$ cat src/hdl/cpid_pkg.sv
// Shared types and constants of the column post image decoder.
package cpid_pkg;

  localparam int MAX_COLUMNS_DEF = 4096;

  localparam logic [1:0] MODE_DATA = 2'd0;
  localparam logic [1:0] MODE_LOAD = 2'd1;
  localparam logic [1:0] MODE_NEW  = 2'd2;

  localparam logic [1:0] CFG_CLIP_HEIGHT = 2'd0;
  localparam logic [1:0] CFG_MASK_ZERO   = 2'd1;
  localparam logic [1:0] CFG_XLAT_EN     = 2'd2;

  localparam logic [7:0]  END_OF_COLUMN = 8'hff;
  localparam logic [15:0] ROW_MAX       = 16'hffff;

  localparam logic KIND_PIXEL  = 1'b0;
  localparam logic KIND_COLUMN = 1'b1;

  typedef struct packed {
    logic [1:0] mode;
    logic [7:0] data_byte;
    logic [7:0] table_index;
  } in_word_t;

  typedef struct packed {
    logic        kind;
    logic [11:0] column;
    logic [15:0] row;
    logic        write_color;
    logic [7:0]  color_index;
    logic        opaque;
    logic [15:0] extent_height;
  } out_word_t;

  typedef struct packed {
    logic [7:0] q;
    logic       hit;
  } xlat_rd_t;

endpackage

$ cat src/hdl/cpid_xlat.sv
// Translation table: 256x8 memory with per-entry valid bits, identity until loaded.
module cpid_xlat
  import cpid_pkg::*;
(
  input  logic     clk,
  input  logic     rst_n,
  input  logic     we,
  input  logic [7:0] waddr,
  input  logic [7:0] wdata,
  input  logic     re,
  input  logic [7:0] raddr,
  output xlat_rd_t rd
);

  logic [7:0]   mem [256];
  logic [255:0] valid_r;
  logic [7:0]   q_r;
  logic         hit_r;

  always_ff @(posedge clk) begin
    if (we) begin
      mem[waddr] <= wdata;
    end
    if (re) begin
      q_r <= mem[raddr];
    end
  end

  always_ff @(posedge clk) begin
    if (!rst_n) begin
      valid_r <= '0;
      hit_r   <= 1'b0;
    end else begin
      if (we) begin
        valid_r[waddr] <= 1'b1;
      end
      if (re) begin
        hit_r <= valid_r[raddr];
      end
    end
  end

  assign rd.q   = q_r;
  assign rd.hit = hit_r;

endmodule

$ cat src/hdl/cpid_parse.sv
// Post list parser: config registers, column state and result formation.
module cpid_parse
  import cpid_pkg::*;
#(
  parameter int MAX_COLUMNS = MAX_COLUMNS_DEF
) (
  input  logic      clk,
  input  logic      rst_n,
  input  logic      step,
  input  in_word_t  item,
  input  xlat_rd_t  rd,
  input  logic      cfg_we,
  input  logic [1:0]  cfg_index,
  input  logic [15:0] cfg_data,
  output logic      res_valid,
  output out_word_t res_word
);

  localparam int CW = (MAX_COLUMNS > 1) ? $clog2(MAX_COLUMNS) : 1;

  typedef enum logic [2:0] {
    PH_TOP, PH_LEN, PH_JUNK1, PH_PIX, PH_JUNK2
  } phase_t;

  phase_t        phase_r, phase_nxt;
  logic          tall_vld_r, tall_vld_nxt;
  logic [15:0]   tall_r, tall_nxt;
  logic [7:0]    left_r, left_nxt;
  logic [15:0]   row_r, row_nxt;
  logic [CW-1:0] col_r, col_nxt;
  logic [15:0]   ext_top_r, ext_top_nxt;
  logic [15:0]   ext_bot_r, ext_bot_nxt;
  logic          ext_vld_r, ext_vld_nxt;
  logic [15:0]   clip_r;
  logic          mask_zero_r;
  logic          xlat_en_r;

  logic [16:0] sum;
  logic [15:0] sum_sat;
  logic [7:0]  b;
  logic [7:0]  idx;

  assign b       = item.data_byte;
  assign sum     = {1'b0, tall_r} + {9'b0, b};
  assign sum_sat = sum[16] ? ROW_MAX : sum[15:0];
  assign idx     = (xlat_en_r && rd.hit) ? rd.q : b;

  always_comb begin
    phase_nxt    = phase_r;
    tall_vld_nxt = tall_vld_r;
    tall_nxt     = tall_r;
    left_nxt     = left_r;
    row_nxt      = row_r;
    col_nxt      = col_r;
    ext_top_nxt  = ext_top_r;
    ext_bot_nxt  = ext_bot_r;
    ext_vld_nxt  = ext_vld_r;
    res_valid    = 1'b0;
    res_word     = '0;
    if (step) begin
      if (item.mode == MODE_NEW) begin
        phase_nxt    = PH_TOP;
        tall_vld_nxt = 1'b0;
        left_nxt     = '0;
        row_nxt      = '0;
        col_nxt      = '0;
        ext_top_nxt  = '0;
        ext_bot_nxt  = '0;
        ext_vld_nxt  = 1'b0;
      end else if (item.mode == MODE_DATA) begin
        unique case (phase_r)
          PH_TOP: begin
            if (b == END_OF_COLUMN) begin
              res_valid       = 1'b1;
              res_word.kind   = KIND_COLUMN;
              res_word.column = 12'(col_r);
              res_word.extent_height = ext_vld_r ? (ext_bot_r - ext_top_r) : 16'd0;
              col_nxt = (col_r == CW'(MAX_COLUMNS - 1)) ? '0 : col_r + 1'b1;
              tall_vld_nxt = 1'b0;
            end else begin
              if (tall_vld_r && ({8'b0, b} <= tall_r)) begin
                tall_nxt = sum_sat;
              end else begin
                tall_nxt = {8'b0, b};
              end
              tall_vld_nxt = 1'b1;
              phase_nxt    = PH_LEN;
            end
          end
          PH_LEN: begin
            left_nxt = b;
            row_nxt  = tall_r;
            if (b != 8'd0) begin
              ext_vld_nxt = 1'b1;
              if (!ext_vld_r) begin
                ext_top_nxt = tall_r;
                ext_bot_nxt = sum_sat;
              end else begin
                if (tall_r < ext_top_r) ext_top_nxt = tall_r;
                if (sum_sat > ext_bot_r) ext_bot_nxt = sum_sat;
              end
            end
            phase_nxt = PH_JUNK1;
          end
          PH_JUNK1: begin
            phase_nxt = (left_r != 8'd0) ? PH_PIX : PH_JUNK2;
          end
          PH_PIX: begin
            if (row_r != ROW_MAX) row_nxt = row_r + 16'd1;
            left_nxt = left_r - 8'd1;
            if (left_nxt == 8'd0) phase_nxt = PH_JUNK2;
            if (row_r < clip_r) begin
              res_valid            = 1'b1;
              res_word.kind        = KIND_PIXEL;
              res_word.column      = 12'(col_r);
              res_word.row         = row_r;
              res_word.write_color = !mask_zero_r || (idx != 8'd0);
              res_word.color_index = idx;
              res_word.opaque      = !mask_zero_r || (idx != 8'd0);
            end
          end
          default: begin
            phase_nxt = PH_TOP;
          end
        endcase
      end
    end
  end

  always_ff @(posedge clk) begin
    if (!rst_n) begin
      phase_r     <= PH_TOP;
      tall_vld_r  <= 1'b0;
      tall_r      <= '0;
      left_r      <= '0;
      row_r       <= '0;
      col_r       <= '0;
      ext_top_r   <= '0;
      ext_bot_r   <= '0;
      ext_vld_r   <= 1'b0;
      clip_r      <= ROW_MAX;
      mask_zero_r <= 1'b0;
      xlat_en_r   <= 1'b0;
    end else begin
      phase_r    <= phase_nxt;
      tall_vld_r <= tall_vld_nxt;
      tall_r     <= tall_nxt;
      left_r     <= left_nxt;
      row_r      <= row_nxt;
      col_r      <= col_nxt;
      ext_top_r  <= ext_top_nxt;
      ext_bot_r  <= ext_bot_nxt;
      ext_vld_r  <= ext_vld_nxt;
      if (cfg_we) begin
        unique case (cfg_index)
          CFG_CLIP_HEIGHT: clip_r      <= cfg_data;
          CFG_MASK_ZERO:   mask_zero_r <= cfg_data[0];
          CFG_XLAT_EN:     xlat_en_r   <= cfg_data[0];
          default: ;
        endcase
      end
    end
  end

endmodule

$ cat src/hdl/column_post_image_decoder.sv
// Column post image decoder top level: input stage, table, parser, output register.
// An accepted word is held in the input stage register; its result goes to the output register.
// One input word per cycle while the output is not stalled; the table read is registered in the input stage.
// Reset (synchronous, rst_n low): parser, column count and extent cleared, registers to
// defaults; translation table reads as identity until entries are loaded. No clearing pass.
module column_post_image_decoder
  import cpid_pkg::*;
#(
  parameter int MAX_COLUMNS = MAX_COLUMNS_DEF
) (
  input  logic        clk,
  input  logic        rst_n,
  input  logic        in_valid,
  output logic        in_stall,
  input  in_word_t    in_word,
  output logic        out_valid,
  input  logic        out_stall,
  output out_word_t   out_word,
  input  logic        cfg_we,
  input  logic [1:0]  cfg_index,
  input  logic [15:0] cfg_data
);

  logic      s1_vld_r;
  in_word_t  s1_word_r;
  logic      out_vld_r;
  out_word_t out_word_r;
  logic      adv;
  logic      step;
  logic      in_acc;
  logic      res_valid;
  out_word_t res_word;
  xlat_rd_t  rd;

  assign adv      = !out_vld_r || !out_stall;
  assign step     = s1_vld_r && adv;
  assign in_stall = s1_vld_r && !adv;
  assign in_acc   = in_valid && !in_stall;

  cpid_xlat u_xlat (
    .clk   (clk),
    .rst_n (rst_n),
    .we    (in_acc && (in_word.mode == MODE_LOAD)),
    .waddr (in_word.table_index),
    .wdata (in_word.data_byte),
    .re    (in_acc),
    .raddr (in_word.data_byte),
    .rd    (rd)
  );

  cpid_parse #(
    .MAX_COLUMNS (MAX_COLUMNS)
  ) u_parse (
    .clk       (clk),
    .rst_n     (rst_n),
    .step      (step),
    .item      (s1_word_r),
    .rd        (rd),
    .cfg_we    (cfg_we),
    .cfg_index (cfg_index),
    .cfg_data  (cfg_data),
    .res_valid (res_valid),
    .res_word  (res_word)
  );

  always_ff @(posedge clk) begin
    if (!rst_n) begin
      s1_vld_r  <= 1'b0;
      out_vld_r <= 1'b0;
    end else begin
      if (in_acc) begin
        s1_vld_r <= 1'b1;
      end else if (step) begin
        s1_vld_r <= 1'b0;
      end
      if (step && res_valid) begin
        out_vld_r <= 1'b1;
      end else if (!out_stall) begin
        out_vld_r <= 1'b0;
      end
    end
  end

  always_ff @(posedge clk) begin
    if (in_acc) begin
      s1_word_r <= in_word;
    end
    if (step && res_valid) begin
      out_word_r <= res_word;
    end
  end

  assign out_valid = out_vld_r;
  assign out_word  = out_word_r;

endmodule
$ cat config.mk
export PLATFORM = sky130hd
export DESIGN_NAME = column_post_image_decoder
export DESIGN_NICKNAME = d
export VERILOG_FILES = /design/src/hdl/cpid_pkg.sv /design/src/hdl/cpid_xlat.sv /design/src/hdl/cpid_parse.sv /design/src/hdl/column_post_image_decoder.sv
export SDC_FILE = /design/constraint.sdc
export NUM_CORES = 2
export LEC_CHECK = 0
export ABC_AREA = 1
export BUFFER_PORTS_ARGS = -buffer_cell sky130_fd_sc_hd__buf_4
export CAP_MARGIN = 10
export CORE_AREA = 2 2 642 644
export CTS_CLUSTER_DIAMETER = 100
export DETAILED_ROUTE_END_ITERATION = 8
export DIE_AREA = 0 0 644 646
export PLACE_DENSITY_LB_ADDON = 0.15
export REMOVE_ABC_BUFFERS = 1
export SYNTH_ARGS = -nofsm -noshare
export SYNTH_HDL_FRONTEND = slang
export SYNTH_SLANG_ARGS = --single-unit
$ cat constraint.sdc
create_clock -name clk -period 4.8 [get_ports clk]
set_input_delay 0.48 -clock clk [delete_from_list [all_inputs] [get_ports clk]]
set_output_delay 0.48 -clock clk [all_outputs]
set_load 0.01 [all_outputs]
# After elaboration in Yosys (flattened, before gate mapping)

Memories as Yosys holds them, arrays and structs flattened. A register that Yosys moved wholly into a read port is not among the register bits.
Index checks and enable logic that the tools add are counted.

Add/subtract/negate cells: 5
$lt $le $gt $ge: 7
Eq/ne operators: 16
Multiplexer cells: 60
Bitwise operators: 9
Reductions and logical operators: 44

Operators with widths:

| cell                                                                          | number |
|---|---|
| 16-bit 2-to-1 mux                                                             | 17 |
| 256-bit OR                                                                    | 1 |
| 12-bit 2-to-1 mux                                                             | 5 |
| 38-bit 2-to-1 mux                                                             | 1 |
| 16-bit less-than comparator                                                   | 2 |
| 16-bit case mux with 2 select lines                                           | 1 |
| 13-bit case mux with 2 select lines                                           | 1 |
| 8-bit 2-to-1 mux                                                              | 3 |
| 8-bit nonzero test                                                            | 3 |
| 1-bit 2-to-1 mux                                                              | 21 |
| 8-bit by 9-bit less-than comparator with 1-bit output (second input constant) | 2 |
| 16-bit by 8-bit adder with 17-bit output                                      | 1 |
| 16-bit by 1-bit adder with 16-bit output (second input constant)              | 1 |
| 16-bit greater-than comparator                                                | 1 |
| 8-bit by 16-bit less-or-equal comparator with 1-bit output                    | 1 |
| 16-bit inequality test (second input constant)                                | 1 |
| 8-bit case mux with 2 select lines                                            | 1 |
| 4-bit AND reduction                                                           | 4 |
| 16-bit subtractor                                                             | 1 |
| 3-bit 2-to-1 mux                                                              | 5 |
| 5-bit AND reduction                                                           | 3 |
| 13-bit 2-to-1 mux                                                             | 1 |
| 12-bit by 1-bit adder with 12-bit output (second input constant)              | 1 |
| 12-bit == test (second input constant)                                        | 1 |
| other kinds (29)                                                              | 62 |

Register bits: 430
Memory bits (writable): 2,048
Output and inout bits: 57
Memories kept: 1

Memories:

| name       | words | width | read ports | clocked after Yosys merged registers in | write ports | RTL line        | text |
|---|---|---|---|---|---|---|---|
| u_xlat.mem | 256   | 8     | 1          | 1                                       | 1           | cpid_xlat.sv:15 | `logic [7:0] mem [256];` |

# Depth between registers and ports, before layout

Word-level depth: 9
Gate-level depth with buffers: 25
Depth with buffers taken out: 24

# By module

Synthesis repeated with hierarchy kept, for this count alone.

Cell total of the unflattened synthesis: 9,300
Area, all modules: 102,487.0 sq um

Modules (own cells, without submodules):

| module                    | times used | cells an instance | area an instance (sq um) | sequential area each (sq um) |
|---|---|---|---|---|
| cpid_xlat                 | 1          | 7,895             | 91,766.8                 | 66,884.1 |
| cpid_parse                | 1          | 1,312             | 8,414.3                  | 2,142.1 |
| column_post_image_decoder | 1          | 93                | 2,306.0                  | 2,232.1 |

# Worst setup path before layout

Ideal clock, no wire load.

Path kind: register to register
Start point: reg s1_word_r[8] in the netlist's numbering
End point: reg u_parse.ext_bot_r[10]
Library setup time: 0.132 ns
Arrival time: 3.159 ns
Required time: 4.668 ns
Path slack: 1.509 ns
Cell stages (with the launch flop): 25
Buffers on the path: 2
Cells stage by stage: edfxtp_1 ha_1 fa_1 nand2_1 o21ai_1 nand2_1 nand2_1 nand2_2 nor3_4 inv_2 buf_4 nand3_1 ha_1 nand2_1 o21ai_0 nand3_1 nand2_1 nand3_1 nand3_1 nand2_1 nand2_1 nand2_1 buf_2 nand2_1 a21oi_1

Longest elaborated chain between the ends: 8
Elaborated cells between the ends (all ways): 13

Ends and longest elaborated chain:

| item                                                                                             | RTL line                        | text |
|---|---|---|
| start: declaration                                                                               | column_post_image_decoder.sv:25 | `in_word_t s1_word_r;` |
| start signal: assignment                                                                         | column_post_image_decoder.sv:86 | `s1_word_r <= in_word;` |
| parallel branches: the longest is 8 deep, another holds 16-bit by 8-bit adder with 17-bit output | --                              |  |
| end signal: assignment                                                                           | cpid_parse.sv:152               | `ext_bot_r <= ext_bot_nxt;` |
| end: declaration                                                                                 | cpid_parse.sv:32                | `logic [15:0] ext_bot_r, ext_bot_nxt;` |

Parallel ways; which one is timed is not known. The select of a mux whose other input is x is not followed.
A chain may end at the register's enable or synchronous reset.

# Worst setup path after layout

Start point: reg u_parse.tall_r[3]
End point: reg u_parse.ext_bot_r[12]

Longest elaborated chain between the ends: 8
Elaborated cells between the ends (all ways): 11

Ends and longest elaborated chain:

| item                                                                                   | RTL line          | text |
|---|---|---|
| start: declaration                                                                     | cpid_parse.sv:27  | `logic [15:0] tall_r, tall_nxt;` |
| start signal: assignment                                                               | cpid_parse.sv:147 | `tall_r <= tall_nxt;` |
| 16-bit by 8-bit adder with 17-bit output *                                             | cpid_parse.sv:44  | `assign sum = {1'b0, tall_r} + {9'b0, b};` |
| 16-bit 2-to-1 mux *                                                                    | cpid_parse.sv:45  | `assign sum_sat = sum[16] ? ROW_MAX : sum[15:0];` |
| parallel branches: the longest is 6 deep, another holds 16-bit greater-than comparator | --                |  |

Every way passes the cells marked *. The select of a mux whose other input is x is not followed.

==> out/metrics.csv <==
stage,metric,value,unit
timing,post-route-min-period,3.97,ns
yosys,syn-cell-area,102000,um^2
yosys,syn_avg_cell_area,11.2,um^2
pwr,clockPowerShare,46.1,%
global_routing,antenna_found_initial,18,
yosys,synth_top_area_share,62.5,%
clock_tree,cts_tree,yes,
critical_path,critPathLaunchType,register,
drt,wl_per_cell,22.7,um
layout,n_fill_cell,41900,
global_routing,grt_pass1_vias,68600,
pwr,pwr-share-seq,47.8,%
layout,fin_nets,9332,
yosys,synth_cell_type_count,51,
critical_path,cp_cell_sequence,inv_1 -> ha_1 -> inv_1 -> a21oi_1 -> o21ai_1 -> nand2_1 -> nand2_1 -> nand2_2 -> nor3_4 -> inv_2 -> o21ai_0 -> ha_1 -> nand2_1 -> o21a_1 -> nor2_1 -> o21ai_0 -> nand3_1 -> nand2_1 -> nand2_1 -> nand2_1 -> nand2_1 -> a21oi_1,
clock_tree,clock_sinks,2486,
timing,tightest_slew,1.15,ns
yosys,ys_seq_elements,2486,
floorplanning,core_area,409000,um^2
yosys,synth-warning-count,0,
pwr,intPower,37600,uW
job,cap_viol_max_count,0,
global_routing,grt-ovfl-total,0,
pwr,switching_share,23.4,%
clock_tree,cts_resized,0,
place,hpwl,198,mm
drt,avgViaCountPerCell,4.68,
timing,fmax,252,MHz
yosys,synthArstFlopShare,0,%
layout,final_util,29.2,%
drt,ant_nets,0,
critical_path,slowest_stage,dfxtp_1,
yosys,yosys-top-cells-area,"edfxtp_1 62%, dfxtp_1 7.2%, o21ai_0 6.2%",
yosys,synth_top_area_cell,edfxtp_1,
floorplanning,die_x,644,um
timing,slew_headroom,23.1,%
floorplanning,fp.dieArea,416000,um^2
drt,drcViolationCount,0,
critical_path,crit_top_cell,nand2_1,
critical_path,worstPathArrival,4.78,ns
layout,stdcell_count,14900,
pwr,ir_drop,0.275,mV
floorplanning,rows,235,
clock_tree,cts_root_buf,clkbuf_16,
hold_path,hold_path_class,input pin to register,
layout,multi_input_area,26500,um^2
layout,layout_common_cells,"2120 x edfxtp_1, 1483 x nor2_1, 1255 x o21ai_0, 1063 x nand2_1, 822 x nand3_1",
timing,slew_violations,0,
critical_path,end_kind,register,
place,dpl.cell_count,14300,
drt,drt-pass1-iter-count,7,
clock_tree,htree_num_levels,5,
yosys,yosysSeqAreaShare,69.7,%
pwr,leakage,0.0409,uW
yosys,synthCells,9127,
timing,final.setup.worst_slack,0.834,ns
floorplanning,die_h,646,um
layout,final_common_cell,edfxtp_1,
timing,worst_clock_skew,0.0390,ns
critical_path,path_class,register to register,
place,numPortBuffers,97,
layout,final_layout_size_suffix_gt1_share,8.89,%
critical_path,path_max_fanout,16,
clock_tree,clk_path_buf_depth,4,
yosys,synth-main-ff-cell,edfxtp_1,
pwr,p_per_area,411,nW/um^2
critical_path,path_buf_inv,3,
drt,dr_total_vias,69800,
run_status,outcome,completed,
global_routing,grt_max_degree,176,
clock_tree,numCtsBuffers,293,
critical_path,required,5.62,ns
yosys,synth_edf_count,2120,
clock_tree,clk_pin_slew,0.06,ns
global_routing,track_usage,15.7,%
global_routing,grt_pass1_wl,491,mm
timing,setup_violations,0,
timing,tns,0,ns
drt,drt-total-wl,338,mm
pwr,total_power,49100,uW
floorplanning,start_util,24.9,%
drt,drt_iter0_drc,5966,
timing,period_share,82.6,%
place,routabilityCongestion,0.815,
critical_path,max_stage_delay,0.44,ns
clock_tree,clk_latency,0.93,ns
pwr,combPwrFrac,6.0,%
place,dpl_worst_slack,0.860,ns
timing,hold_violations,0,
layout,syn2layout_area_growth,17.3,%
pwr,p_sw,11500,uW
critical_path,crit_family,simple AND/OR/NAND/NOR gates,
layout,regArea,71000,um^2
floorplanning,ios,98,
timing,rsz0062_at_grt,false,
[Yosys cell counts (all sizes together) (6+ instances only)]
cell type / count
o21a: 7
a21oi: 177
inv: 428
nor4: 7
edfxtp: 2120
o21ai: 1305
nand4: 27
nor2: 1489
nand2: 1068
ha: 82
nand3: 824
buf: 282
dfxtp: 366
o211ai: 28
o22ai: 504
clkbuf: 327
a22oi: 6
nor3: 27
xor2: 15
[state kept, by name, summed over array words and instances, names as in the netlist]
name / flops
out_valid: 1
out_word: 54
s1_vld_r: 1
s1_word_r: 10
u_parse.clip_r: 16
u_parse.col_r: 12
u_parse.ext_bot_r: 16
u_parse.ext_top_r: 16
u_parse.ext_vld_r: 1
u_parse.left_r: 8
u_parse.mask_zero_r: 1
u_parse.phase_r: 3
u_parse.row_r: 16
u_parse.tall_r: 16
u_parse.tall_vld_r: 1
u_parse.xlat_en_r: 1
u_xlat.hit_r: 1
u_xlat.mem: 2048
u_xlat.q_r: 8
u_xlat.valid_r: 256
[power groups by stage]
stage          clock network [uW]  logic (uW)  registers [uW]
4_1_cts                     23300        3010           23500
6_report                    22700        2950           23500
3_5_place_dp                    0        2980           23900
2_1_floorplan                   0        1280           23900
5_1_grt                     24000        3230           23500
3_3_place_gp                    0        2990           23900
[cells by family after synthesis]
family / count (synthesis) / synth area share, %
AO/OA/AOI/OAI: 2047 / 10.8
XOR/XNOR: 17 / 0.146
adder cells (fa/ha/maj): 84 / 1.05
buffers and inverters: 1042 / 4.31
flip-flops: 2486 / 69.7
AND/OR/NAND/NOR: 3451 / 14.0
[what timing repair did]
item / 4_1_cts / 5_1_grt
buffers inserted: 0 / 0
hold buffers: 29 / 0
endpoints found under the hold margin: 86 / 0
[layout make-up]
| type | count | share of cell area (%) |
|---|---|---|
| Multi-Input combinational cell | 5599 | 22.2 |
| Timing Repair Buffer | 394 | 3.21 |
| Clock inverter | 124 | 1.21 |
| Sequential cell | 2486 | 59.4 |
| Antenna cell | 7 | 0.0147 |
| Inverter | 433 | 1.40 |
| Clock buffer | 414 | 6.89 |
| Tap cell | 5451 | 5.71 |
[per-layer routing]
layer  GRT usage [%]  share of wire (%)  up-vias
met5               0                  0        -
met3            1.96                4.1      433
met2            26.2                 47     1637
li1                -                  -    32700
met4            4.00                2.5        0
met1            21.6                 46    35100
[worst paths after layout]
path	slack [ns]	cells past startpoint	start	endpoint
worst max-delay path	0.83	22	u_parse.tall_r[3]	u_parse.ext_bot_r[12]
worst min-delay path	0.07	1	in_word[8]	u_xlat.mem[76][0]
worst max register to register	0.83	22	u_parse.tall_r[3]	u_parse.ext_bot_r[12]
worst min register to register	0.46	2	u_xlat.valid_r[154]	u_xlat.valid_r[154]
[through the flow]
step	instance area, um^2	hold slack [ns]
after floorplan	99100	0.430
after global placement	110000	0.444
after detailed placement	110000	0.444
after CTS	120000	0.0154
after global routing	120000	0.0345
final	120000	0.0729
Power figures use the tool's default switching activity.
